`src/hw/rtl/cpef_ram.sv`:
```
module cpef_ram #(
    parameter int WIDTH = 8,
    parameter int DEPTH = 16,
    localparam int AW   = $clog2(DEPTH)
) (
    input  logic             clk,
    input  logic             we,
    input  logic [AW-1:0]    waddr,
    input  logic [WIDTH-1:0] wdata,
    input  logic [AW-1:0]    raddr_a,
    input  logic [AW-1:0]    raddr_b,
    output logic [WIDTH-1:0] rdata_a,
    output logic [WIDTH-1:0] rdata_b
);

    logic [WIDTH-1:0] mem [DEPTH];

    // read-first on a same-address collision
    always_ff @(posedge clk)
    begin
        if (we)
        begin
            mem[waddr] <= wdata;
        end
        rdata_a <= mem[raddr_a];
        rdata_b <= mem[raddr_b];
    end

endmodule

```
`config.mk`:
```
export PLATFORM = sky130hd
export DESIGN_NAME = cpef_ram
export DESIGN_NICKNAME = d
export VERILOG_FILES = /design/src/hw/rtl/cpef_ram.sv
export SDC_FILE = /design/constraint.sdc
export NUM_CORES = 1
export LEC_CHECK = 0
export CORE_UTILIZATION = 45
export CTS_CLUSTER_SIZE = 16
export DETAILED_ROUTE_END_ITERATION = 8
export DONT_BUFFER_PORTS = 1
export PLACE_DENSITY = 0.66
export SYNTH_ARGS = -nofsm -noshare
export SYNTH_HDL_FRONTEND = slang
export SYNTH_SLANG_ARGS = --single-unit
```
`constraint.sdc`:
```
create_clock -name clk -period 2.4 [get_ports clk]
set_input_delay 0.36 -clock clk [delete_from_list [all_inputs] [get_ports clk]]
set_output_delay 0.36 -clock clk [all_outputs]
set_load 0.1 [all_outputs]
```
==> flow_summary.yaml <==
critical_path:
  r2r_slack_ns: 0.93
  rr_startpoint: "mem[0][2]"
  start_kind: "register"
  timing.rr.end: "rdata_a[2]"
  crit_fanout: 2
  critical_path_class: "register to register"
  r2r_cells: 3
  cp.arrival_ns: 1.77
  critical_path.endpoint_type: "register"
  required_ns: 2.70
route:
  via_per_inst: 6.231
  avgRoutedWirePerCell_um: 26.55
  routed_wl_um: 14020
  drt_pre_antenna_iters: 5
  final_antenna_net_count: 0
  detail_route.iter0.violations: 287
  vias: 3290
  drcViolationCount: 0
synth:
  syn_nets: 329
  synth.top_cell.area_share_pct: 60.57
  synth_area_um2: 6346
  synth_seq_cells: 144
  synth-seq-area-share_pct: 65.62
  synth_mux_area_share_pct: 24.45
  synth_fa_ha_area_share_pct: 0
  avgSynthCellArea_um2: 20.67
  yosys_warnings: 0
  synthDistinctLibCells: 20
  synth_compound_area_share_pct: 3.785
  yosys.area_share.simple_pct: 3.431
  yosysTopAreaCell: "edfxtp_1"
  yosys-top-cells-area: "edfxtp_1, mux4_2, mux4_1"
  synth_cells: 307
  synth_top_family_by_area: "multiplexers"
  synth_xor_area_share_pct: 0
timing:
  setup_violations: 0
  clock_skew_ns: 0.007532
  rsz0062_at_grt: "false"
  fmaxAchievable_mhz: 679.8
  period_share_pct: 61.29
  hold_violations: 0
  tns_ns: 0
  worstMarginPinSlew_ns: 0.8492
  fin_crit_ns: 1.471
  slew_headroom_pct: 43.18
  maxSlewViolCount: 0
  worst_slack_ns: 0.9290
placed_design:
  place_ws_ns: 0.5145
  gp_congestion: 0.7622
  portBuffers: 0
  hpwl_um: 8872
global_routing:
  grt_pass1_vias: 3475
  grt_max_degree: 33
  grt_overflow: 0
  track_usage_pct: 20.93
  antenna_found_initial: 0
  grt_first_pass_wirelength_um: 20700
worst_hold_path:
  hp-start: "wdata[6]"
  hp-class: "primary input to register"
  hold_end: "mem[5][6]"
  whs_path_depth: 0
pwr:
  power_density_nw_per_um2: 812.9
  worst_ir_drop_vdd_uv: 457.5
  leakagePower_uw: 0.002413
floorplan:
  die-height_um: 120.8
  row_count: 43
  start_util_pct: 45.90
  die_w_um: 120.8
  dieArea_um2: 14580
  io_pins: 38
  coreArea_um2: 13830
clocking:
  cts-hold-fix-buffers: 0
  cts.repair.resized: 0
  clk_latency_ns: 0.42
  cts_root_buffer: "clkbuf_16"
  cts_tree: "done"
  cts_max_path_buffers: 2
  htreeDepth: 4
  post-cts-setup-buffers: 0
  clock-sinks: 144
  cts_buffers: 17
  clk_pin_slew_ns: 0.06
layout:
  fill_cells: 1077
  antenna-diode-count: 0
  drive_gt1_share_pct: 27.01
  final_nets: 358
  utilization_pct: 51.91
  syn_to_final_growth_pct: 13.11
status:
  status: "complete, no violations"
flow_run:
  drv_cap: 0
==> power breakdown <==
group | internal [µW] | switching [µW]
clock network | 1510 | 941
logic | 192 | 355
registers | 2810 | 28.4
==> metrics by stage <==
step	cells	power, µW	cell area, µm²	hold WS, ns
2_1_floorplan	307	3364	6346	0.4589
3_3_place_gp	497	3426	6624	0.4600
3_5_place_dp	497	3434	6624	0.4598
4_1_cts	528	5861	7178	0.02215
5_1_grt	528	5989	7178	0.01808
6_report	528	5835	7178	0.03396
==> registers in the layout, summed over array words and instances, names as in the netlist <==
register	count
mem	128
rdata_a	8
rdata_b	8
==> critical path, stage by stage (launching register included) <==
cell      delay (ns)
edfxtp_1        0.38
mux4_1          0.61
a22oi_1         0.28
nand2_1         0.08
==> area by class of cell <==
type / count / area, µm² / area share, %
flip-flops and latches: 144 / 4164 / 58.01
multi-input cells: 143 / 2009 / 27.99
clock buffers: 20 / 436.7 / 6.083
repair buffers: 30 / 225.2 / 3.138
well taps: 180 / 225.2 / 3.138
clock inverters: 11 / 117.6 / 1.638
==> cells in the final DEF (no fill, tap or decap), drive strengths merged, types with 4 or more instances in the layout <==
cell type  instances
edfxtp           128
a22oi             32
mux4              64
buf               30
nor2              14
nor3               4
clkbuf            20
dfxtp             16
nand2             17
clkinvlp           4
clkinv             5
==> cell usage after synthesis <==
cell type	number
nand2_1	17
dfxtp_1	16
edfxtp_1	128
mux4_2	34
clkdlybuf4s25_2	6
nor2b_1	2
nor2_1	14
mux4_4	2
and2b_1	2
mux4_1	28
nand2b_1	2
or3b_2	1
buf_6	6
nand3_1	1
nor3_1	4
buf_2	6
buf_4	2
and2_1	2
a22oi_1	32
nand3b_1	2
==> metal layers <==
metal / vias to the layer above / part of all wire (%) / track usage (%)
met2: 160 / 51 / 33.51
met1: 1710 / 39 / 26.74
met4: 0 / 2.0 / 8.796
met5: - / 0 / 0
met3: 23 / 7.9 / 6.179
li1: 1397 / - / -
==> how the worst max path moves through the flow <==
stage | to | depth (start not counted) | slack [ns] | startpoint
after floorplan | mem[0][0] | 2 | 0.55 | waddr[2]
after global placement | mem[2][3] | 2 | 0.55 | waddr[2]
after detailed placement | mem[2][0] | 2 | 0.51 | waddr[2]
after CTS | rdata_a[4] | 3 | 0.94 | mem[10][4]
after global routing | rdata_b[3] | 3 | 0.85 | mem[2][3]
final | rdata_a[2] | 3 | 0.93 | mem[0][2]
==> kinds of logic after synthesis <==
kind of cell,count (synthesis)
buffers and inverters,20
and+or+nand+nor,47
AOI/OAI and AO/OA,32
muxes,64
DFF,144
Power figures use the tool's default switching activity.
