### src/hw/rtl/cpef_pkg.sv
package cpef_pkg;

    // Frame geometry
    localparam int MAX_WIDTH  = 1024;
    localparam int COL_W      = $clog2(MAX_WIDTH);
    localparam int EW_W       = COL_W + 1;          // holds MAX_WIDTH itself
    localparam int HEIGHT_CAP = 4096;
    localparam int ROW_W      = $clog2(HEIGHT_CAP);

    // Register fields
    localparam int FW_W    = 11;
    localparam int FH_W    = 13;
    localparam int SHIFT_W = 3;
    localparam int THR_W   = 12;

    // Pixel data
    localparam int CHAN_W   = 8;
    localparam int NUM_CHAN = 3;
    localparam int PIX_W    = CHAN_W * NUM_CHAN;
    localparam int ENTRY_W  = 2 * PIX_W;            // {upper, middle}

    // Edge sums: four neighbours per lane, lanes summed in the merge
    localparam int LANE_SUM_W = CHAN_W + 2;
    localparam int EDGE_SUM_W = LANE_SUM_W + 2;

    // Result buffer
    localparam int FIFO_DEPTH = 4;
    localparam int FIFO_PTR_W = $clog2(FIFO_DEPTH);
    localparam int FIFO_CNT_W = FIFO_PTR_W + 1;

    // Configuration port
    localparam int CFG_INDEX_W = 3;
    localparam int CFG_DATA_W  = 13;

    localparam logic [CFG_INDEX_W-1:0] REG_FRAME_WIDTH    = CFG_INDEX_W'(0);
    localparam logic [CFG_INDEX_W-1:0] REG_FRAME_HEIGHT   = CFG_INDEX_W'(1);
    localparam logic [CFG_INDEX_W-1:0] REG_COLOR_MODE     = CFG_INDEX_W'(2);
    localparam logic [CFG_INDEX_W-1:0] REG_QUANT_SHIFT    = CFG_INDEX_W'(3);
    localparam logic [CFG_INDEX_W-1:0] REG_EDGE_THRESHOLD = CFG_INDEX_W'(4);

    localparam logic [FW_W-1:0]    RST_FRAME_WIDTH    = FW_W'(640);
    localparam logic [FH_W-1:0]    RST_FRAME_HEIGHT   = FH_W'(480);
    localparam logic               RST_COLOR_MODE     = 1'b0;
    localparam logic [SHIFT_W-1:0] RST_QUANT_SHIFT    = SHIFT_W'(5);
    localparam logic [THR_W-1:0]   RST_EDGE_THRESHOLD = THR_W'(50);

    // Item kinds
    localparam logic FUNC_PIXEL = 1'b0;
    localparam logic FUNC_DRAIN = 1'b1;

    typedef struct packed {
        logic valid;
        logic has_result;
        logic border;
        logic last;
    } stage_ctrl_t;

    typedef struct packed {
        logic [CHAN_W-1:0] out_gray_or_red;
        logic [CHAN_W-1:0] out_green;
        logic [CHAN_W-1:0] out_blue;
        logic              edge_flag;
        logic              frame_last;
    } result_t;

endpackage

### src/hw/rtl/cpef_merge.sv
module cpef_merge import cpef_pkg::*; (
    input  stage_ctrl_t                          ctrl,
    input  logic [PIX_W-1:0]                     center,
    input  logic [NUM_CHAN-1:0][LANE_SUM_W-1:0]  lane_sum,
    input  logic                                 color_mode,
    input  logic [SHIFT_W-1:0]                   quant_shift,
    input  logic [THR_W-1:0]                     edge_threshold,
    output logic                                 push,
    output result_t                              item
);

    logic [EDGE_SUM_W-1:0]          edge_sum;
    logic                           is_edge;
    logic [CHAN_W-1:0]              mask;
    logic [NUM_CHAN-1:0][CHAN_W-1:0] chan_out;

    // channel 0 always counts; the others only in colour mode
    always_comb
    begin
        edge_sum = EDGE_SUM_W'(lane_sum[0]);
        for (int k = 1; k < NUM_CHAN; k++)
        begin
            if (color_mode)
            begin
                edge_sum = edge_sum + EDGE_SUM_W'(lane_sum[k]);
            end
        end
    end

    assign is_edge = !ctrl.border && (EDGE_SUM_W'(edge_threshold) < edge_sum);
    assign mask    = {CHAN_W{1'b1}} << quant_shift;

    always_comb
    begin
        for (int k = 0; k < NUM_CHAN; k++)
        begin
            if (is_edge || (k != 0 && !color_mode))
            begin
                chan_out[k] = '0;
            end
            else
            begin
                chan_out[k] = center[k*CHAN_W +: CHAN_W] & mask;
            end
        end
    end

    assign push                 = ctrl.valid && ctrl.has_result;
    assign item.out_gray_or_red = chan_out[0];
    assign item.out_green       = chan_out[1];
    assign item.out_blue        = chan_out[2];
    assign item.edge_flag       = is_edge;
    assign item.frame_last      = ctrl.last;

endmodule

### config.mk
export PLATFORM = sky130hd
export DESIGN_NAME = cpef_merge
export DESIGN_NICKNAME = d
export VERILOG_FILES = /design/src/hw/rtl/cpef_pkg.sv /design/src/hw/rtl/cpef_merge.sv
export SDC_FILE = /design/constraint.sdc
export NUM_CORES = 1
export LEC_CHECK = 0
export ABC_CLOCK_PERIOD_IN_PS = 5700
export BUFFER_PORTS_ARGS = -buffer_cell sky130_fd_sc_hd__buf_4
export CAP_MARGIN = 20
export CORE_UTILIZATION = 35
export DETAILED_ROUTE_END_ITERATION = 8
export PLACE_DENSITY = 0.77
export REMOVE_ABC_BUFFERS = 1
export SYNTH_ARGS = -nofsm -noshare
export SYNTH_HDL_FRONTEND = slang
export SYNTH_SLANG_ARGS = --single-unit
### constraint.sdc
create_clock -name vclk -period 5.7
set_input_delay 0.855 -clock vclk [all_inputs]
set_output_delay 0.855 -clock vclk [all_outputs]
set_load 0.01 [all_outputs]
==> out/qor.yml <==
setup_path:
  cp-start-kind: "input port"
  cp-end-kind: "output port"
  crit_buf_inv: 2
  critPathMostFrequentCell: "ha_4"
  critPathKind: "in -> out"
  path_cells: "buf_8 -> ha_4 -> fa_2 -> a211oi_4 -> o21bai_2 -> a41o_2 -> xor2_1 -> a21o_1 -> ha_4 -> nand3_2 -> a311o_1 -> a21oi_2 -> o21ai_1 -> ha_1 -> nand4_1 -> nor3_2 -> o31ai_4 -> o2111a_2 -> nor4bb_1 -> buf_4"
  worst_path_largest_cell_delay_ps: 370
  arrival_ps: 4950
  worstPathRequired_ps: 4850
  path_max_fanout: 7
  cp_top_family: "compound AO/OA/AOI/OAI gates"
  critPathSlowestCell: "fa_2"
hold_path:
  hold_class: "in -> out"
  whs_path_depth: 0
  whs_endpoint: "item[0]"
  min_from: "ctrl[0]"
synthesis:
  avgSynthCellArea_sq_um: 6.94
  netlist_instances: 235
  synth_seq_area_share_pct: 0
  yosysWarnings: 0
  syn_area_sq_um: 1630
  synth_cell_type_count: 46
floorplan:
  die_h_microns: 70.3
  dieArea_sq_um: 4940
  fp-row-count: 24
  ios: 101
  die_x_microns: 70.3
  core_area_sq_um: 4410
  initial_core_util_pct: 37.0
cells_and_area:
  stdcell_count: 398
  design.seq.count: 0
  nClkBuffers: 0
  drive_above_1_share_pct: 46.5
  nets: 457
  seqCellArea_sq_um: 0
  syn2layout_area_growth_pct: 67.9
  final_common_cell: "buf_4"
  diodes: 0
  fill_cells: 400
  fin_area_sq_um: 2740
  layout_common_cells: "buf_4 (117), ha_1 (29), nor2_1 (25)"
global_route:
  grt_max_degree: 44
  grt_pass1_wl_mm: 9.05
  grt_pass1_vias: 2049
  antenna_found_initial: 0
  grtUsageMet3_pct: 0.289
  overflow: 0
  use_met1_pct: 27.3
  grt.busiest_layer: "met2"
  track_usage_pct: 21.8
  grtUsageMet2_pct: 42.3
drt:
  post_drt_via_cell_ratio: 5.48
  drc_errors: 0
  drt_iter0_drc: 133
  ant_nets: 0
  routedWlPerCell_microns: 14.8
  routed_wl_mm: 5.89
  firstDrtPassIters: 4
  via_count: 2182
power:
  power_leakage_nw: 1.35
  switching_power_mw: 0.166
  swShare_pct: 49.0
  combPwrFrac_pct: 100.0
  clockPowerShare_pct: 0
  totalPowerFinal_mw: 0.338
  power.internal_mw: 0.173
  p_seq_share_pct: 0
  irDropWorstVdd_mv: 0.0545
  power.density_nw_per_um2: 124
place:
  placed_cell_area_sq_um: 2460
  hpwl_mm: 4.22
  gp_congestion: 0.827
  portBuffers: 99
  placedCellCount: 386
job:
  drv_cap: 0
timing:
  layout_min_cycle_time_ps: 5800
  worst_pin_slew_ps: 462
  fin_crit_sh_pct: 102
  rsz0062_at_grt: "true"
  setup_ws_ps: -103
  finalMaxSlewViolations: 0
  hold_violations: 0
  relSlewSlack_pct: 68.9
  max_clock_freq_mhz: 172
  finalSetupViolations: 9
clock_tree:
  postCtsHoldBufs: 0
status:
  violations: "negative setup slack"
  status: "finished, violations left"
power groups by stage:
stage	Sequential (mW)	Combinational [mW]	Clock, mW
after floorplan	0	0.171	0
after global placement	0	0.275	0
after detailed placement	0	0.280	0
after CTS	0	0.314	0
after global routing	0	0.370	0
final	0	0.338	0
routing by layer:
layer  share of wire, %  vias to the layer above
met3                3.3                        4
met2                 54                       63
met5                  0                        -
met1                 42                     1013
met4               0.75                        0
li1                   -                     1102
final cells by class:
| type | instances | area [sq um] | share of cell area, % |
|---|---|---|---|
| well taps | 52 | 65.1 | 2.37 |
| inverters | 6 | 22.5 | 0.822 |
| multi-input cells | 220 | 1740 | 63.4 |
| repair buffers | 120 | 916 | 33.4 |
cells by family (layout without fill, tap and decap cells):
logic type	after synthesis	after routing	share of synthesized area (%)
xor+xnor	10	10	5.37
mux	4	4	2.68
simple gates	95	95	28.1
compound gates	73	76	30.2
fa+ha+maj	35	35	27.8
buf+inv	18	126	5.90
per-stage QoR:
step	TNS (ps)	setup slack (ps)	hold WS [ps]	util (%)
6_report	-406	-103	1710	62.1
5_1_grt	-5240	-284	1710	62.1
4_1_cts	-172	-59.4	1710	59.6
3_5_place_dp	-9740	-461	1710	55.6
3_3_place_gp	-5300	-249	1710	55.6
2_1_floorplan	0	76.8	1710	-
Yosys cell counts (2+ instances only):
cell	instances	area, sq um
a211oi_1	5	37.5
a21o_1	13	97.6
a21oi_1	19	95.1
a311oi_1	2	17.5
a31oi_1	2	12.5
and2_1	2	12.5
buf_4	3	22.5
buf_6	2	22.5
clkbuf_1	5	18.8
fa_1	2	40.0
ha_1	33	413
inv_1	6	22.5
mux2_2	3	33.8
nand2_1	20	75.1
nand3_1	11	55.1
nand3b_1	2	15.0
nand4_1	4	25.0
nor2_1	33	124
nor2b_1	12	75.1
nor3_1	4	20.0
nor3b_1	2	15.0
nor4bb_1	2	20.0
o211ai_1	2	15.0
o21ai_0	11	55.1
o21bai_1	5	37.5
o31ai_1	2	15.0
xnor2_1	8	70.1
xor2_1	2	17.5
worst max-delay path by stage:
stage                           start  endpoint  cells past startpoint
after floorplan           lane_sum[0]  item[19]                     19
after global placement    lane_sum[0]   item[3]                     21
after detailed placement  lane_sum[0]  item[11]                     21
after CTS                 lane_sum[0]  item[11]                     20
after global routing      lane_sum[0]   item[3]                     20
final                     lane_sum[0]   item[3]                     20
timing repair:
action / in CTS / in global routing
buffers inserted: 6 / 3
resized for setup: 22 / 23
cloned: 3 / 0
pin swaps: 17 / 32
setup endpoints to repair: 25 / 25
Power figures use the tool's default switching activity.
