## config.mk

```make
export PLATFORM = sky130hd
export DESIGN_NAME = cpef_out_buf_flat
export DESIGN_NICKNAME = d
export VERILOG_FILES = /design/src/hw/rtl/cpef_pkg.sv /design/src/hw/rtl/cpef_ifs.sv /design/src/hw/rtl/cpef_out_buf.sv /design/src/flat_wrapper.sv
export SDC_FILE = /design/constraint.sdc
export NUM_CORES = 1
export LEC_CHECK = 0
export CAP_MARGIN = 10
export CORE_AREA = 2 2 105 107
export DETAILED_ROUTE_END_ITERATION = 10
export DIE_AREA = 0 0 107 109
export DONT_BUFFER_PORTS = 1
export SYNTH_ARGS = -nofsm -noshare
export SYNTH_HDL_FRONTEND = slang
export SYNTH_SLANG_ARGS = --single-unit
```

## constraint.sdc

```tcl
create_clock -name clk -period 2.2 [get_ports clk]
set_input_delay 0.22 -clock clk [delete_from_list [all_inputs] [get_ports clk]]
set_output_delay 0.22 -clock clk [all_outputs]
set_load 0.02 [all_outputs]
```

## src/hw/rtl/cpef_pkg.sv

```systemverilog
package cpef_pkg;

    // Frame geometry
    localparam int MAX_WIDTH  = 1024;
    localparam int COL_W      = $clog2(MAX_WIDTH);
    localparam int EW_W       = COL_W + 1;          // holds MAX_WIDTH itself
    localparam int HEIGHT_CAP = 4096;
    localparam int ROW_W      = $clog2(HEIGHT_CAP);

    // Register fields
    localparam int FW_W    = 11;
    localparam int FH_W    = 13;
    localparam int SHIFT_W = 3;
    localparam int THR_W   = 12;

    // Pixel data
    localparam int CHAN_W   = 8;
    localparam int NUM_CHAN = 3;
    localparam int PIX_W    = CHAN_W * NUM_CHAN;
    localparam int ENTRY_W  = 2 * PIX_W;            // {upper, middle}

    // Edge sums: four neighbours per lane, lanes summed in the merge
    localparam int LANE_SUM_W = CHAN_W + 2;
    localparam int EDGE_SUM_W = LANE_SUM_W + 2;

    // Result buffer
    localparam int FIFO_DEPTH = 4;
    localparam int FIFO_PTR_W = $clog2(FIFO_DEPTH);
    localparam int FIFO_CNT_W = FIFO_PTR_W + 1;

    // Configuration port
    localparam int CFG_INDEX_W = 3;
    localparam int CFG_DATA_W  = 13;

    localparam logic [CFG_INDEX_W-1:0] REG_FRAME_WIDTH    = CFG_INDEX_W'(0);
    localparam logic [CFG_INDEX_W-1:0] REG_FRAME_HEIGHT   = CFG_INDEX_W'(1);
    localparam logic [CFG_INDEX_W-1:0] REG_COLOR_MODE     = CFG_INDEX_W'(2);
    localparam logic [CFG_INDEX_W-1:0] REG_QUANT_SHIFT    = CFG_INDEX_W'(3);
    localparam logic [CFG_INDEX_W-1:0] REG_EDGE_THRESHOLD = CFG_INDEX_W'(4);

    localparam logic [FW_W-1:0]    RST_FRAME_WIDTH    = FW_W'(640);
    localparam logic [FH_W-1:0]    RST_FRAME_HEIGHT   = FH_W'(480);
    localparam logic               RST_COLOR_MODE     = 1'b0;
    localparam logic [SHIFT_W-1:0] RST_QUANT_SHIFT    = SHIFT_W'(5);
    localparam logic [THR_W-1:0]   RST_EDGE_THRESHOLD = THR_W'(50);

    // Item kinds
    localparam logic FUNC_PIXEL = 1'b0;
    localparam logic FUNC_DRAIN = 1'b1;

    typedef struct packed {
        logic valid;
        logic has_result;
        logic border;
        logic last;
    } stage_ctrl_t;

    typedef struct packed {
        logic [CHAN_W-1:0] out_gray_or_red;
        logic [CHAN_W-1:0] out_green;
        logic [CHAN_W-1:0] out_blue;
        logic              edge_flag;
        logic              frame_last;
    } result_t;

endpackage

```

## src/hw/rtl/cpef_ifs.sv

```systemverilog


interface cpef_result_if import cpef_pkg::*; ();
    logic              valid;
    logic              ready;
    logic [CHAN_W-1:0] out_gray_or_red;
    logic [CHAN_W-1:0] out_green;
    logic [CHAN_W-1:0] out_blue;
    logic              edge_flag;
    logic              frame_last;

    modport source (output valid, out_gray_or_red, out_green, out_blue, edge_flag,
                    frame_last, input ready);
    modport sink   (input valid, out_gray_or_red, out_green, out_blue, edge_flag,
                    frame_last, output ready);
endinterface


```

## src/hw/rtl/cpef_out_buf.sv

```systemverilog
module cpef_out_buf import cpef_pkg::*; (
    input  logic                  clk,
    input  logic                  rst_n,
    input  logic                  push,
    input  result_t               push_item,
    cpef_result_if.source         result,
    output logic [FIFO_CNT_W-1:0] count
);

    result_t                 entry_reg [FIFO_DEPTH];
    logic [FIFO_PTR_W-1:0]   wr_ptr_reg;
    logic [FIFO_PTR_W-1:0]   rd_ptr_reg;
    logic [FIFO_CNT_W-1:0]   count_reg;
    logic                    pop;
    result_t                 head;

    assign pop  = result.valid && result.ready;
    assign head = entry_reg[rd_ptr_reg];

    always_ff @(posedge clk or negedge rst_n)
    begin
        if (!rst_n)
        begin
            wr_ptr_reg <= '0;
            rd_ptr_reg <= '0;
            count_reg  <= '0;
        end
        else
        begin
            if (push)
            begin
                wr_ptr_reg <= wr_ptr_reg + 1'b1;
            end
            if (pop)
            begin
                rd_ptr_reg <= rd_ptr_reg + 1'b1;
            end
            count_reg <= count_reg + FIFO_CNT_W'(push) - FIFO_CNT_W'(pop);
        end
    end

    always_ff @(posedge clk)
    begin
        if (push)
        begin
            entry_reg[wr_ptr_reg] <= push_item;
        end
    end

    assign count                  = count_reg;
    assign result.valid           = (count_reg != '0);
    assign result.out_gray_or_red = head.out_gray_or_red;
    assign result.out_green       = head.out_green;
    assign result.out_blue        = head.out_blue;
    assign result.edge_flag       = head.edge_flag;
    assign result.frame_last      = head.frame_last;

`ifndef SYNTHESIS
    a_no_overflow: assert property (@(posedge clk) disable iff (!rst_n)
        push |-> (count_reg != FIFO_CNT_W'(FIFO_DEPTH)))
        else $error("result buffer written while full");
`endif

endmodule

```

## src/flat_wrapper.sv

```systemverilog
// flat-port wrapper written by rule: the top's interface ports become plain ports
module cpef_out_buf_flat import cpef_pkg::*;
  (clk, rst_n, push, push_item, count, result_valid, result_out_gray_or_red, result_out_green, result_out_blue, result_edge_flag, result_frame_last, result_ready);
  cpef_result_if result_i ();
  input  logic clk;
  input  logic rst_n;
  input  logic push;
  input  result_t push_item;
  output logic [FIFO_CNT_W-1:0] count;
  output wire logic [$bits(result_i.valid)-1:0] result_valid;
  output wire logic [$bits(result_i.out_gray_or_red)-1:0] result_out_gray_or_red;
  output wire logic [$bits(result_i.out_green)-1:0] result_out_green;
  output wire logic [$bits(result_i.out_blue)-1:0] result_out_blue;
  output wire logic [$bits(result_i.edge_flag)-1:0] result_edge_flag;
  output wire logic [$bits(result_i.frame_last)-1:0] result_frame_last;
  input wire logic [$bits(result_i.ready)-1:0] result_ready;
  assign result_valid = result_i.valid;
  assign result_out_gray_or_red = result_i.out_gray_or_red;
  assign result_out_green = result_i.out_green;
  assign result_out_blue = result_i.out_blue;
  assign result_edge_flag = result_i.edge_flag;
  assign result_frame_last = result_i.frame_last;
  assign result_i.ready = result_ready;
  cpef_out_buf u_core (.clk(clk), .rst_n(rst_n), .push(push), .push_item(push_item), .result(result_i), .count(count));
endmodule
```

==> flow_metrics.env <==
export IMPL_dr_wl_met3_um=293
export IMPL_cts_tree="built"
export IMPL_hp_class="in2reg"
export IMPL_detailed_router_s_first_iteration_violation_count=88
export IMPL_cts_resized_gates=0
export IMPL_sequential_cell_fraction_of_total_power_pct=48.9
export IMPL_detail_route_wirelength_met1_mm=2.795
export IMPL_grt_overflow_total=0
export IMPL_grt_first_pass_wirelength_mm=10.63
export IMPL_dp_hpwl_mm=4.551
export IMPL_holdWs_ns=0.08626
export IMPL_drive_above_1_share_pct=21.17
export IMPL_largest_register_ffs=104
export IMPL_logic_pwr_share_pct=33.2
export IMPL_layout_commonest_cell="edfxtp_1"
export IMPL_worstMarginPinSlew_ns=0.4277
export IMPL_drt_first_pass_iters=4
export IMPL_vdd_drop_max_uv=719.2
export IMPL_number_of_levels_the_h_tree_was_split_into=3
export IMPL_filler_cell_count=878
export IMPL_place_congestion=0.6364
export IMPL_design_power_total_w=0.006003
export IMPL_fin_crit_ns=2.069
export IMPL_switching_power_w=0.002012
export IMPL_wl_met2_mm=3.675
export IMPL_detail_route_wirelength_mm=6.841
export IMPL_grt_setup_unrepaired="no"
export IMPL_cell_row_count=38
export IMPL_worstSetupPathType="reg2out"
export IMPL_routed_wire_length_per_instance_um=18.90
export IMPL_synth_main_ff_cell="edfxtp_1"
export IMPL_via_count_of_the_first_global_routing_pass=2011
export IMPL_relative_max_transition_margin_pct=71.12
export IMPL_post_synthesis_cells=170
export IMPL_cts_buffers=9
export IMPL_antenna_left=0
export IMPL_post_route_drc_count=0
export IMPL_p_per_area_nw_per_um2=1225
export IMPL_cp_start_kind="flop"
export IMPL_synthDistinctLibCells=18
export IMPL_detail_route_vias_per_cell=4.928
export IMPL_asyncSetResetFlopFracSynth_pct=6.306
export IMPL_via_count=1784
export IMPL_grt_start_max_net_pins=24
export IMPL_design_die_area_sq_um=11660
export IMPL_fin_nets=254
export IMPL_timing_hold_violations_final=0
export IMPL_p_int_w=0.003991
export IMPL_synth_edff_count=104
export IMPL_drv_max_cap_violation_count=0
export IMPL_floorplan_die_height_um=109
export IMPL_status="complete, no violations"
export IMPL_grt_antenna_before_repair=0
export IMPL_port_buffers=0
export IMPL_report_final_setup_viol=0
export IMPL_dr_max_layer_used="met4"
export IMPL_seq_area_sq_um=3299
export IMPL_synth_cell_area_sq_um=4199
export IMPL_power_share_switching_pct=33.52
export IMPL_top_library_cells_by_usage_in_the_layout_fill_and_taps_aside="edfxtp_1 (104), dlygate4sd3_1 (29), mux4_2 (18)"
export IMPL_synth_yosys_warnings=0
export IMPL_maxClockFrequency_ghz=0.4833
export IMPL_worst_setup_path_end_kind="output pin"
export IMPL_setup_total_negative_slack_ns=0
export IMPL_cts_sinks=111
export IMPL_clk_insertion_delay_late_ns=0.35
export IMPL_synthesis_nets=207
export IMPL_multi_input_logic_area_sq_um=812.0
export IMPL_timing_critical_path_arrival_ns=1.85
export IMPL_synthesis_area_per_instance_sq_um=24.70
export IMPL_clk_pin_slew_worst_paths_ns=0.10
export IMPL_die_width_um=107
export IMPL_design_core_area_sq_um=10600
export IMPL_io_pin_count=60
export IMPL_timing_clock_skew_ns=0.007232
export IMPL_insertedDiodeCount=0
export IMPL_timing_critical_path_required_ns=1.98
export IMPL_floorplan_initialDensity_pct=39.60
export IMPL_power_clock_fraction_pct=17.8
export IMPL_globalRouteTotalUtil_pct=12.54
export IMPL_synth_seq_cells=111
export IMPL_period_share_pct=94.05
export IMPL_area_delta_synth_final_pct=16.75
export IMPL_cts_max_path_buffers=2
export IMPL_cts_root_buf="clkbuf_8"
export IMPL_slew_violations=0
export IMPL_seq_area_frac_synth_pct=78.55
export IMPL_leakage_nw=1.630
export IMPL_worst_path_max_fanout=12
logic make-up after synthesis:
family	count (synthesis)	share of synthesized area (%)
AO/OA/AOI/OAI	3	0.5363
XOR/XNOR	5	1.043
adder cells (fa/ha/maj)	7	2.265
buffers and inverters	12	2.115
flip-flops	111	78.55
multiplexers	26	14.66
AND/OR/NAND/NOR	6	0.8342
cell type report:
cell class                      count  area share [%]
Tap cell                          140           3.573
Clock inverter                      7           1.149
Timing Repair Buffer               42           8.423
Inverter                            6          0.4594
Sequential cell                   111           67.30
Multi-Input combinational cell     47           16.56
Clock buffer                        9           2.527
through the flow:
| step | std cells | setup WS [ns] | utilization (%) | cell area, sq um |
|---|---|---|---|---|
| 2_1_floorplan | 170 | 0.1661 | - | 4199 |
| 3_3_place_gp | 317 | 0.2910 | 41.80 | 4432 |
| 3_5_place_dp | 317 | 0.1867 | 41.80 | 4432 |
| 4_1_cts | 362 | 0.05807 | 46.24 | 4902 |
| 5_1_grt | 362 | 0.003457 | 46.24 | 4902 |
| 6_report | 362 | 0.1308 | 46.24 | 4902 |
synthesized netlist by cell type (2+ instances only):
| library cell | n | area (sq um) |
|---|---|---|
| buf_2 | 3 | 15.01 |
| edfxtp_1 | 104 | 3123 |
| buf_12 | 2 | 40.04 |
| xor2_1 | 2 | 17.52 |
| and2_1 | 4 | 25.02 |
| inv_1 | 6 | 22.52 |
| ha_1 | 6 | 75.07 |
| mux4_2 | 18 | 405.4 |
| mux4_1 | 8 | 210.2 |
| xnor2_1 | 3 | 26.28 |
| dfrtp_1 | 7 | 175.2 |
worst paths after layout:
path	start	to	slack, ns	depth (start not counted)
hold / removal	result_ready	u_core.rd_ptr_reg[1]$_DFFE_PN0P_	0.09	2
setup reg to reg	u_core.count[1]$_DFF_PN0_	u_core.count[2]$_DFF_PN0_	0.16	7
max in group asynchronous	rst_n	u_core.rd_ptr_reg[0]$_DFFE_PN0P_	1.75	1
setup / recovery	u_core.rd_ptr_reg[0]$_DFFE_PN0P_	result_out_blue[6]	0.13	2
hold reg to reg	u_core.wr_ptr_reg[0]$_DFFE_PN0P_	u_core.wr_ptr_reg[0]$_DFFE_PN0P_	0.53	1
min in group asynchronous	rst_n	u_core.count[1]$_DFF_PN0_	0.19	1
per-layer routing:
metal,vias up,GRT usage [%]
met5,-,0
met4,0,4.731
met3,7,2.929
met2,44,22.16
met1,933,15.04
li1,800,-
power by group through the flow:
stage | combinational [W] | clock, W | sequential, W
CTS | 0.00205 | 0.00113 | 0.00295
finish | 0.00199 | 0.00107 | 0.00294
floorplan | 0.00161 | 0 | 0.00295
global route | 0.00216 | 0.00119 | 0.00298
detailed placement | 0.00198 | 0 | 0.00300
global placement | 0.00192 | 0 | 0.00296
critical path: stages, from the launching register on:
cell	delay, ns
dfrtp_2	0.59
buf_4	0.29
mux4_2	0.61
what timing repair did:
item                      4_1_cts  5_1_grt
hold buffers                   29        0
hold endpoints to repair      113        0
buffers inserted                0        0
Note: power is estimated with default switching activity, not from simulation.
