`config.mk`:
```
export PLATFORM = sky130hd
export DESIGN_NAME = cpef_lane
export DESIGN_NICKNAME = d
export VERILOG_FILES = /design/src/hw/rtl/cpef_pkg.sv /design/src/hw/rtl/cpef_lane.sv
export SDC_FILE = /design/constraint.sdc
export NUM_CORES = 1
export LEC_CHECK = 0
export BUFFER_PORTS_ARGS = -buffer_cell sky130_fd_sc_hd__buf_2
export CORE_MARGIN = 8
export CORE_UTILIZATION = 45
export DETAILED_ROUTE_END_ITERATION = 8
export GPL_TIMING_DRIVEN = 0
export HOLD_SLACK_MARGIN = 0.05
export PLACE_DENSITY = 0.68
export RECOVER_POWER = 100
export SYNTH_ARGS = -nofsm -noshare
export SYNTH_HDL_FRONTEND = slang
export SYNTH_SLANG_ARGS = --single-unit
```
`constraint.sdc`:
```
create_clock -name clk -period 13.8 [get_ports clk]
set_clock_uncertainty 0.15 [all_clocks]
set_input_delay 1.38 -clock clk [delete_from_list [all_inputs] [get_ports clk]]
set_output_delay 1.38 -clock clk [all_outputs]
set_load 0.02 [all_outputs]
```
`src/hw/rtl/cpef_pkg.sv`:
```
package cpef_pkg;

    // Frame geometry
    localparam int MAX_WIDTH  = 1024;
    localparam int COL_W      = $clog2(MAX_WIDTH);
    localparam int EW_W       = COL_W + 1;          // holds MAX_WIDTH itself
    localparam int HEIGHT_CAP = 4096;
    localparam int ROW_W      = $clog2(HEIGHT_CAP);

    // Register fields
    localparam int FW_W    = 11;
    localparam int FH_W    = 13;
    localparam int SHIFT_W = 3;
    localparam int THR_W   = 12;

    // Pixel data
    localparam int CHAN_W   = 8;
    localparam int NUM_CHAN = 3;
    localparam int PIX_W    = CHAN_W * NUM_CHAN;
    localparam int ENTRY_W  = 2 * PIX_W;            // {upper, middle}

    // Edge sums: four neighbours per lane, lanes summed in the merge
    localparam int LANE_SUM_W = CHAN_W + 2;
    localparam int EDGE_SUM_W = LANE_SUM_W + 2;

    // Result buffer
    localparam int FIFO_DEPTH = 4;
    localparam int FIFO_PTR_W = $clog2(FIFO_DEPTH);
    localparam int FIFO_CNT_W = FIFO_PTR_W + 1;

    // Configuration port
    localparam int CFG_INDEX_W = 3;
    localparam int CFG_DATA_W  = 13;

    localparam logic [CFG_INDEX_W-1:0] REG_FRAME_WIDTH    = CFG_INDEX_W'(0);
    localparam logic [CFG_INDEX_W-1:0] REG_FRAME_HEIGHT   = CFG_INDEX_W'(1);
    localparam logic [CFG_INDEX_W-1:0] REG_COLOR_MODE     = CFG_INDEX_W'(2);
    localparam logic [CFG_INDEX_W-1:0] REG_QUANT_SHIFT    = CFG_INDEX_W'(3);
    localparam logic [CFG_INDEX_W-1:0] REG_EDGE_THRESHOLD = CFG_INDEX_W'(4);

    localparam logic [FW_W-1:0]    RST_FRAME_WIDTH    = FW_W'(640);
    localparam logic [FH_W-1:0]    RST_FRAME_HEIGHT   = FH_W'(480);
    localparam logic               RST_COLOR_MODE     = 1'b0;
    localparam logic [SHIFT_W-1:0] RST_QUANT_SHIFT    = SHIFT_W'(5);
    localparam logic [THR_W-1:0]   RST_EDGE_THRESHOLD = THR_W'(50);

    // Item kinds
    localparam logic FUNC_PIXEL = 1'b0;
    localparam logic FUNC_DRAIN = 1'b1;

    typedef struct packed {
        logic valid;
        logic has_result;
        logic border;
        logic last;
    } stage_ctrl_t;

    typedef struct packed {
        logic [CHAN_W-1:0] out_gray_or_red;
        logic [CHAN_W-1:0] out_green;
        logic [CHAN_W-1:0] out_blue;
        logic              edge_flag;
        logic              frame_last;
    } result_t;

endpackage

```
`src/hw/rtl/cpef_lane.sv`:
```
module cpef_lane import cpef_pkg::*; (
    input  logic                  clk,
    input  logic [CHAN_W-1:0]     center,
    input  logic [CHAN_W-1:0]     above,
    input  logic [CHAN_W-1:0]     below,
    input  logic [CHAN_W-1:0]     left,
    input  logic [CHAN_W-1:0]     right,
    output logic [LANE_SUM_W-1:0] sum_reg
);

    function automatic logic [CHAN_W-1:0] absdiff(input logic [CHAN_W-1:0] a,
                                                  input logic [CHAN_W-1:0] b);
        return (a > b) ? (a - b) : (b - a);
    endfunction

    logic [LANE_SUM_W-1:0] sum_next;

    assign sum_next = LANE_SUM_W'(absdiff(center, above))
                    + LANE_SUM_W'(absdiff(center, below))
                    + LANE_SUM_W'(absdiff(center, left))
                    + LANE_SUM_W'(absdiff(center, right));

    always_ff @(posedge clk)
    begin
        sum_reg <= sum_next;
    end

endmodule

```
==> summary.md, run 1 <==
| Metric | Value |
|---|---|
| Outcome | `complete, no violations` |
| Fin. Hold Viols | `0` |
| Vias in the first global route | `2,999` |
| DR WL/cell | `14.6 um` |
| Peak supply drop | `0.125 mV` |
| Max_slew headroom | `65.0%` |
| Fin crit share | `45.6%` |
| GR Util All Layers | `15.3%` |
| Antenna Nets Post-Route | `0` |
| Layout filler cell count | `779` |
| Minimum clock period | `6290 ps` |
| Setup_tns | `0 ps` |
| Hold_buf cts | `0` |
| RSZ-0062 raised after global routing | `false` |
| Multi-input logic area | `2830 um^2` |
| IO buf count | `50` |
| RePlAce Congestion | `0.866` |
| Clock Tree Root | `clkbuf_8` |
| CP cell instances | `clkbuf_1 > inv_1 > ha_1 > inv_1 > fa_1 > nand3_1 > a21oi_1 > o22a_1 > clkbuf_1 > mux2_2 > fa_1 > fa_1 > ha_1 > fa_1 > a21o_1 > a21oi_1 > o21ai_0 > a21o_1 > a21o_1` |
| Max_cap viols | `0` |
| Unique cell type count in the Yosys netlist | `38` |
| Sequential fraction of the synthesis area | `5.78%` |
| Final setup vio count | `0` |
| H-Tree Depth | `1` |
| Cell area after layout | `3880 um^2` |
| Tightest Hold Check Type | `in2reg` |
| Warnings from Yosys | `0` |
| Post-Route WL | `8250 um` |
| Fmax | `159 MHz` |
| First-pass GRT wire length | `14,100 um` |
| Crit-path most repeated cell | `fa_1` |
| CTS Sinks | `10` |
| CP Capture Type | `flop` |
| Full die area | `10,800 um^2` |
| Dpl hpwl | `7340 um` |
| Req. time, crit path | `13,770 ps` |
| Worst Hold End | `sum_reg[0]` |
| CP delay by family, top | `adder cells` |
| Worst hold stages | `4` |
| Crit. Startpoint | `center[0]` |
| Largest net degree at the start of global routing | `11` |
| FF+latch area | `200 um^2` |
| Least-Margin Pin Slew | `525 ps` |
| Longest Clk Path Bufs | `2` |
| Initial Util | `45.5%` |
| Max reg flops | `10` |
| Area after DPL | `3840 um^2` |
| Slowest-stage cell, CP | `fa_1` |
| Post-synth EDFFs | `0` |
| Layout Nets | `599` |
| Num rows | `32` |
| Max incr delay on CP | `490 ps` |
| Clk slew on worst S/H paths | `50 ps` |
| DR iter-0 viols | `170` |
| Core area | `7610 um^2` |
| Max Slew Vio Count | `0` |
| Via density per instance | `5.20` |
| Die Y | `104 um` |
| Drt first pass iters | `5` |
| Worst Min Path Start | `left[0]` |
| Syn_area_per_cell | `8.44 um^2` |
| Post-synth ARST share | `0%` |
| Post_cts resized | `0` |
| Syn Nets | `544` |
| CTS tree | `done` |
| Fin worst setup slack | `7510 ps` |
| Layout cells sized above 1 | `14.9%` |
| Top FF cell, synth | `dfxtp_1` |
| CP Launch Type | `primary input` |
| Leak | `2.09 nW` |
| Non-Filler Instances | `566` |
| Initial antenna violation count | `0` |
| Worst hold margin | `1570 ps` |
| Io pins | `51` |
| Flops & latches, synth | `10` |
| Die width | `104 um` |
| Gate Count Post-Synth | `410` |
| Syn-to-layout area delta | `12.0%` |
| Post-placement cell count | `562` |
| Crit Path Category | `in2reg` |
| Buf/Inv on CP | `4` |
| DRC violations left | `0` |
| Pwr per Cell Area | `154 nW/um^2` |
| Vias | `2,943` |
| Setup repair bufs after CTS | `0` |
| WP data arrival | `6260 ps` |
| TritonCTS buffer count | `3` |
| Crit Path Max Fanout | `7` |
| Netlist Area Pre-Place | `3460 um^2` |
| Ant. Diodes | `0` |
| Grt ovf | `0` |
| Post-Place Setup Slack | `7580 ps` |
[tightest hold or removal path: cells and delay by family]
| kind | cells | cell delay (ps) |
|---|---|---|
| fa+ha+maj | 2 | 360 |
| buf+inv | 2 | 180 |
[logic make-up (layout without fill, tap and decap cells)]
kind of cell    count (synthesis)  count (layout)  synth area share [%]
compound gates                109             109                  20.6
xor+xnor                       29              29                  7.34
fa+ha+maj                      93              93                  38.8
buf+inv                        96             150                  12.3
flops                          10              10                  5.78
mux                            28              28                  8.24
simple gates                   45              45                  6.91
[worst max-delay path by stage]
stage | endpoint | slack (ps) | cells past startpoint
after global routing | sum_reg[9] | 7200 | 21
after floorplan | sum_reg[9] | 8180 | 18
after global placement | sum_reg[9] | 7630 | 21
final | sum_reg[9] | 7510 | 19
after CTS | sum_reg[9] | 7810 | 21
after detailed placement | sum_reg[9] | 7580 | 21
[through the flow]
step	power [mW]	utilization, %
2_1_floorplan	0.456	-
3_3_place_gp	0.554	50.5
3_5_place_dp	0.567	50.5
4_1_cts	0.605	51.2
5_1_grt	0.683	51.0
6_report	0.596	51.0
[final cells by class]
cell class,instances,share of cell area [%]
Multi-Input combinational cell,304,73.1
Inverter,77,7.46
Timing Repair Buffer,50,6.10
Sequential cell,10,5.16
Buffer,19,3.45
Tap cell,102,3.29
Clock buffer,4,1.42
[layer usage]
layer | wire length, um | global-route usage (%)
met1 | 3860 | 19.7
met5 | 0 | 0
met3 | 442 | 2.11
met4 | 91 | 2.59
met2 | 3860 | 26.7
[cell usage in the layout (no fill, tap or decap), drive strengths merged, types with 2 or more instances in the layout]
master  instances
o21bai          5
a21oi          35
mux2            4
a221oi          2
o21ai          16
a311oi          3
inv            77
nand2          11
nand4           9
xnor2          15
nand3b          5
mux2i          24
ha             69
nand3           6
nor2            6
clkbuf         17
fa             24
xor2           14
a21o           24
dfxtp          10
o22a            2
and2            4
buf            56
a31oi           8
a211oi         10
[report_power, final]
part	switching (mW)	internal, mW
logic	0.285	0.221
registers	0.00305	0.0528
clock network	0.0101	0.0250
[cell usage after synthesis (4+ instances only)]
cell type,number,share of area (%)
nand4_1,9,1.6
mux2_2,4,1.3
xnor2_1,15,3.8
mux2i_1,24,6.9
a211oi_1,10,2.2
nand3b_1,5,1.1
xor2_1,14,3.5
nand3_1,6,0.87
a31oi_1,8,1.4
a21o_1,22,4.8
a21oi_1,34,4.9
and2_1,4,0.72
buf_2,10,1.4
ha_1,69,25
dfxtp_1,10,5.8
inv_1,77,8.4
o21ai_0,16,2.3
nand2_1,11,1.2
nor2_1,6,0.65
o21bai_1,5,1.1
fa_1,24,14
buf_6,6,2.0
Power figures use the tool's default switching activity.
==> run 2: changes to the inputs <==
Settings changed: ABC_AREA from default to 1, PLACE_DENSITY 0.68 to 0.67.
Clock period 13.8 ns to 6.14 ns, I/O delays scaled along.
==> run 2 against run 1 <==
Against the previous run: flip-flop and latch count stayed put; count of clock-buffer cells in the layout stayed put; combinational power is 110% higher; critical path type unchanged; first-iteration DRC count is 0.59% higher; sequential power is 120% higher; die area is 15% higher; non-clock buffer count is 7 lower; hold slack worse by 770 ps; utilization is 0.88 points lower; final area is 17% higher; power is 110% higher.
==> summary.md, run 2 <==
| Metric | Value |
|---|---|
| Ant. Diodes | `0 (unchanged)` |
| Crit Path Max Fanout | `10 (+3)` |
| Netlist Area Pre-Place | `4090 um^2 (+18%)` |
| GR Util All Layers | `16.1% (+0.76 points)` |
| Post-Route WL | `10,200 um (+24%)` |
| DR WL/cell | `12.0 um (-18%)` |
| Post-synth ARST share | `0% (unchanged)` |
| Syn-to-layout area delta | `10.3%` |
| Cell area after layout | `4520 um^2 (+17%)` |
| Num rows | `35 (+9.4%)` |
| Antenna Nets Post-Route | `0 (unchanged)` |
| Fin crit share | `77.7%` |
| Max reg flops | `10 (unchanged)` |
| Clock Tree Root | `clkbuf_8` |
| RSZ-0062 raised after global routing | `false` |
| Io pins | `51 (unchanged)` |
| Top FF cell, synth | `dfxtp_1` |
| GR peak layer | `met2` |
| Switch share | `53.6% (+3.6 points)` |
| Max incr delay on CP | `550 ps (+60 ps)` |
| Max_slew headroom | `69.9% (+4.9 points)` |
| Least-Margin Pin Slew | `451 ps (-74.4 ps)` |
| DR iter-0 viols | `171 (+0.59%)` |
| Syn_area_per_cell | `5.94 um^2 (-30%)` |
| Post-synth EDFFs | `0 (unchanged)` |
| Vias in the first global route | `3,885 (+30%)` |
| Met3 Resource Use GR | `1.61% (-0.49 points)` |
| Max_cap viols | `0 (unchanged)` |
| Most frequent cells in the layout | `nand2_1, inv_1, ha_1, nand3_1, buf_2` |
| CP Capture Type | `flop` |
| Gate power share | `83.8% (-0.9 points)` |
| Fmax | `209 MHz` |
| Worst hold margin | `800 ps (-767 ps)` |
| Cell taking the most area after synthesis | `nand2_1` |
| GR met1 Demand/Resource | `20.4% (+0.69 points)` |
| Synth top area share | `22.4% (-2.6 points)` |
| Slowest-stage cell, CP | `fa_1` |
| Longest Clk Path Bufs | `2 (unchanged)` |
| Synth top area cells | `nand2_1, ha_1, inv_1, fa_1, nand3_1` |
| Layout filler cell count | `950 (+22%)` |
| Most common cell after layout, fill and taps aside | `nand2_1` |
| Die Y | `111 um (+7.4%)` |
| Core area | `9020 um^2 (+19%)` |
| Sequential fraction of the synthesis area | `4.89% (-0.89 points)` |
| Full die area | `12,400 um^2 (+15%)` |
| TritonCTS buffer count | `3 (unchanged)` |
| Via density per instance | `4.76 (-8.5%)` |
| Outcome | `complete, no violations` |
| IO buf count | `50 (unchanged)` |
| H-Tree Depth | `1 (unchanged)` |
| Post-Place Setup Slack | `1420 ps (-6160 ps)` |
| Minimum clock period | `4770 ps` |
| Post_cts resized | `0 (unchanged)` |
| Layout cells sized above 1 | `9.42% (-5.4 points)` |
| Fin. Hold Viols | `0 (unchanged)` |
| Gate Count Post-Synth | `689 (+68%)` |
| Warnings from Yosys | `0 (unchanged)` |
| Met2 Usage GRT | `26.8% (+0.15 points)` |
| Crit Path Category | `in2reg` |
| Vias | `4,062 (+38%)` |
| Pint | `574 uW (+92%)` |
| RePlAce Congestion | `0.953 (+10%)` |
| Flops & latches, synth | `10 (unchanged)` |
| CP Launch Type | `primary input` |
| Leak | `2.89 nW (+38%)` |
| NetSw | `662 uW (+120%)` |
| Peak supply drop | `0.174 mV (+39%)` |
| Unique cell type count in the Yosys netlist | `24 (-37%)` |
| Reg power frac | `9.9% (+0.5 points)` |
| Dpl hpwl | `9010 um (+23%)` |
| Clk slew on worst S/H paths | `40 ps (about the same)` |
| CTS tree | `done` |
| Clock power frac | `6.3% (+0.4 points)` |
| Die width | `111 um (+7.4%)` |
| CP cell instances | `clkbuf_1 > inv_1 > ha_1 > inv_1 > fa_1 > nand3_1 > nand3_1 > nand2_1 > nand2_1 > nand2_2 > clkbuf_1 > o21ai_0 > fa_1 > inv_1 > fa_1 > inv_1 > ha_1 > a21oi_1 > nand2_1 > nand3_1 > nand2_1 > xor2_1` |
| Req. time, crit path | `6100 ps (-7670 ps)` |
| Fin worst setup slack | `1370 ps (-6140 ps)` |
| DRC violations left | `0 (unchanged)` |
| Setup_tns | `0 ps (unchanged)` |
| Layout Nets | `878 (+47%)` |
| Post-synth top cells | `nand2_1, inv_1, ha_1, nand3_1, a21oi_1` |
| Area after DPL | `4480 um^2 (+17%)` |
| CTS Sinks | `10 (unchanged)` |
| Final setup vio count | `0 (unchanged)` |
| WP data arrival | `4740 ps (-1520 ps)` |
| Count leader, synth | `nand2_1` |
| Drt first pass iters | `5 (unchanged)` |
| Hold_buf cts | `0 (unchanged)` |
| Largest net degree at the start of global routing | `11 (unchanged)` |
| Tightest Hold Check Type | `in2reg` |
| First-pass GRT wire length | `16,900 um (+20%)` |
| Initial antenna violation count | `0 (unchanged)` |
| Pwr per Cell Area | `274 nW/um^2 (+78%)` |
| Syn Nets | `823 (+51%)` |
| Grt ovf | `0 (unchanged)` |
| Initial Util | `45.4% (-0.11 points)` |
| Setup repair bufs after CTS | `0 (unchanged)` |
| Max Slew Vio Count | `0 (unchanged)` |
==> run 2: changes by cell type in the layout (fill, tap and decap cells not counted), moves of 8 or more <==
cell | previous run | this run
nand2_1 | 11 | 244
inv_1 | 77 | 163
nand3_1 | 6 | 60
mux2i_1 | 24 | 0
a21o_1 | 22 | 1
o21ai_0 | 16 | 5
a211oi_1 | 10 | 0
nor2_1 | 6 | 16
a31oi_1 | 8 | 0
or2_2 | 0 | 8
==> run 2: worst paths after layout <==
| path | from | end | slack, ps | cells past startpoint |
|---|---|---|---|---|
| min | left[0] | sum_reg[0] | 800 | 4 |
| max | center[0] | sum_reg[8] | 1370 | 22 |
==> run 2: logic make-up (layout without fill, tap and decap cells) <==
kind of cell	count (synthesis)	after routing	synth area share (%)
AOI/OAI and AO/OA	43	43	5.44
xor gates and xnor gates	25	25	5.35
adders and majority gates	93	93	32.8
buffers and inverters	176	230	17.0
DFF	10	10	4.89
and+or+nand+nor	342	342	34.5
==> run 2: metal layers <==
layer	wire (um)	vias to the layer above
met5	0	-
met4	429	0
met3	495	16
met2	4460	92
met1	4850	1784
li1	-	2170
==> run 2: power by group through the flow <==
stage                     clock network, mW  registers, mW  logic, mW
after floorplan                           0          0.170      0.773
after global placement                    0          0.123       1.03
after detailed placement                  0          0.123       1.05
after CTS                            0.0792          0.121       1.06
after global routing                 0.0840          0.126       1.20
final                                0.0774          0.122       1.04
==> run 2: worst max-delay path: cells and delay by family <==
kind / cells / cell delay [ps]
compound gates: 2 / 430
simple gates: 8 / 710
xor+xnor: 1 / 140
fa+ha+maj: 5 / 2010
buf+inv: 6 / 840
==> run 2: layout make-up <==
cell class | instances | area, um^2 | area share, %
clock buffers | 4 | 55.1 | 1.22
plain buffers | 12 | 71.3 | 1.58
repair buffers | 50 | 236 | 5.24
well taps | 111 | 139 | 3.07
inverters | 164 | 616 | 13.6
flip-flops and latches | 10 | 200 | 4.43
multi-input cells | 503 | 3200 | 70.8
==> run 2: per-stage QoR <==
stage	std cells	power, mW	util, %
finish	854	1.24	50.1
global route	854	1.41	50.1
CTS	854	1.26	50.3
detailed placement	850	1.17	49.7
global placement	850	1.15	49.7
floorplan	689	0.943	-
==> run 3: changes to the inputs <==
Clock period 6.14 ns to 4.6 ns, I/O delays scaled along.
==> run 3 against run 2 <==
Against the previous run: cell count grew 0.35%; final area increased by 0.89%; critical endpoint is now sum_reg[9]; largest power group unchanged; routed wire length increased by 0.19%; worst setup slack lost 1100 ps; count of clock-buffer cells in the layout stayed put; combinational power grew 34%; power rose by 34%; die area unchanged.
==> summary.md, run 3 (synthesis gave the netlist of run 2 again) <==
| Metric | Value |
|---|---|
| WP data arrival | `4250 ps (-490 ps)` |
| Ant. Diodes | `0 (unchanged)` |
| Via density per instance | `4.74 (-0.25%)` |
| Max_cap viols | `0 (unchanged)` |
| Longest Clk Path Bufs | `2 (unchanged)` |
| Setup_tns | `0 ps (unchanged)` |
| Drt first pass iters | `4 (-1)` |
| Max reg flops | `10 (unchanged)` |
| Post-Route WL | `10,300 um (+0.19%)` |
| Final setup vio count | `0 (unchanged)` |
| DRC violations left | `0 (unchanged)` |
| Leak | `2.91 nW (+0.56%)` |
| RePlAce Congestion | `0.953 (unchanged)` |
| Most common cell after layout, fill and taps aside | `nand2_1` |
| DR WL/cell | `12.0 um (-0.17%)` |
| Least-Margin Pin Slew | `307 ps (-143 ps)` |
| Die width | `111 um (unchanged)` |
| Vias | `4,066 (+0.098%)` |
| Post-Place Setup Slack | `34.0 ps (-1390 ps)` |
| Core area | `9020 um^2 (unchanged)` |
| Max incr delay on CP | `490 ps (-60 ps)` |
| Crit Path Category | `in2reg` |
| Outcome | `complete, no violations` |
| Layout cells sized above 1 | `10.3% (+0.90 points)` |
| CTS tree | `done` |
| Clk slew on worst S/H paths | `40 ps (about the same)` |
| Slowest-stage cell, CP | `fa_1` |
| Fin. Hold Viols | `0 (unchanged)` |
| CP cell instances | `buf_2 > inv_1 > ha_1 > inv_1 > fa_1 > nand3_1 > nand3_1 > nand2_1 > nand2_1 > nand2_2 > buf_6 > nand2_1 > nand2_1 > fa_1 > fa_1 > ha_1 > fa_1 > nand3_1 > nand2_1 > nand2_1 > o21ai_1 > nand3_1 > nand2_1` |
| DR iter-0 viols | `175 (+2.3%)` |
| H-Tree Depth | `1 (unchanged)` |
| GR Util All Layers | `16.1% (unchanged)` |
| TritonCTS buffer count | `3 (unchanged)` |
| Most frequent cells in the layout | `nand2_1, inv_1, ha_1, nand3_1, buf_2` |
| Worst Min Path Start | `left[0]` |
| Io pins | `51 (unchanged)` |
| Die Y | `111 um (unchanged)` |
| Num rows | `35 (unchanged)` |
| Clock Tree Root | `clkbuf_8` |
| First-pass GRT wire length | `16,900 um (unchanged)` |
| Fmax | `233 MHz` |
| Pwr per Cell Area | `364 nW/um^2 (+33%)` |
| Tightest Hold Check Type | `in2reg` |
| IO buf count | `50 (unchanged)` |
| Initial Util | `45.4% (unchanged)` |
| Full die area | `12,400 um^2 (unchanged)` |
| Grt ovf | `0 (unchanged)` |
| Max Slew Vio Count | `0 (unchanged)` |
| Crit. Startpoint | `center[0]` |
| Crit Path Max Fanout | `10 (unchanged)` |
| Vias in the first global route | `3,885 (unchanged)` |
| Worst hold margin | `650 ps (-149 ps)` |
| CTS Sinks | `10 (unchanged)` |
| Fin crit share | `93.2%` |
| Crit-path most repeated cell | `nand2_1` |
| Max_slew headroom | `79.3% (+9.4 points)` |
| Largest net degree at the start of global routing | `11 (unchanged)` |
| Antenna Nets Post-Route | `0 (unchanged)` |
| Minimum clock period | `4290 ps` |
| RSZ-0062 raised after global routing | `false` |
| Peak supply drop | `0.233 mV (+34%)` |
| Fin worst setup slack | `312 ps (-1050 ps)` |
| Dpl hpwl | `9010 um (unchanged)` |
| CP Launch Type | `primary input` |
| CP Capture Type | `flop` |
| Syn-to-layout area delta | `11.3%` |
| Req. time, crit path | `4570 ps (-1530 ps)` |
| Initial antenna violation count | `0 (unchanged)` |
| Hold_buf cts | `0 (unchanged)` |
| Layout Nets | `881 (+0.34%)` |
[run 3: power by group]
group | switching, mW | leakage (nW) | internal, mW
logic | 0.850 | 2.80 | 0.543
clock network | 0.0286 | 0.0288 | 0.0747
registers | 0.00887 | 0.0844 | 0.155
total | 0.888 | 2.91 | 0.773
[run 3: critical path: cells and delay by family]
| family | cells | cell delay (ps) |
|---|---|---|
| fa+ha+maj | 6 | 2210 |
| compound gates | 1 | 80 |
| buf+inv | 4 | 520 |
| simple gates | 12 | 990 |
[run 3: repair_timing]
action	CTS	global route
resized for setup	0	4
setup endpoints to repair	0	3
buffers inserted	0	3
[run 3: worst paths after layout]
kind,depth (start not counted),slack (ps),end
worst max-delay path,23,310,sum_reg[9]
worst min-delay path,4,650,sum_reg[0]
[run 3: final cells by class]
type                            count  area [um^2]
Tap cell                          111          139
Inverter                          164          619
Multi-Input combinational cell    503         3200
Buffer                             12         78.8
Timing Repair Buffer               53          263
Sequential cell                    10          200
Fill cell                         953         4460
Clock buffer                        4         55.1
[run 3: metrics by stage]
stage	cell area [um^2]	power (mW)	cells	util, %
2_1_floorplan	4090	1.26	689	-
3_3_place_gp	4480	1.54	850	49.7
3_5_place_dp	4480	1.57	850	49.7
4_1_cts	4540	1.68	854	50.3
5_1_grt	4560	1.90	857	50.5
6_report	4560	1.66	857	50.5
[run 3: routing by layer]
| metal | track usage [%] | wire length [um] |
|---|---|---|
| met5 | 0 | 0 |
| met1 | 20.4 | 4770 |
| met4 | 7.11 | 363 |
| met3 | 1.61 | 537 |
| met2 | 26.8 | 4580 |
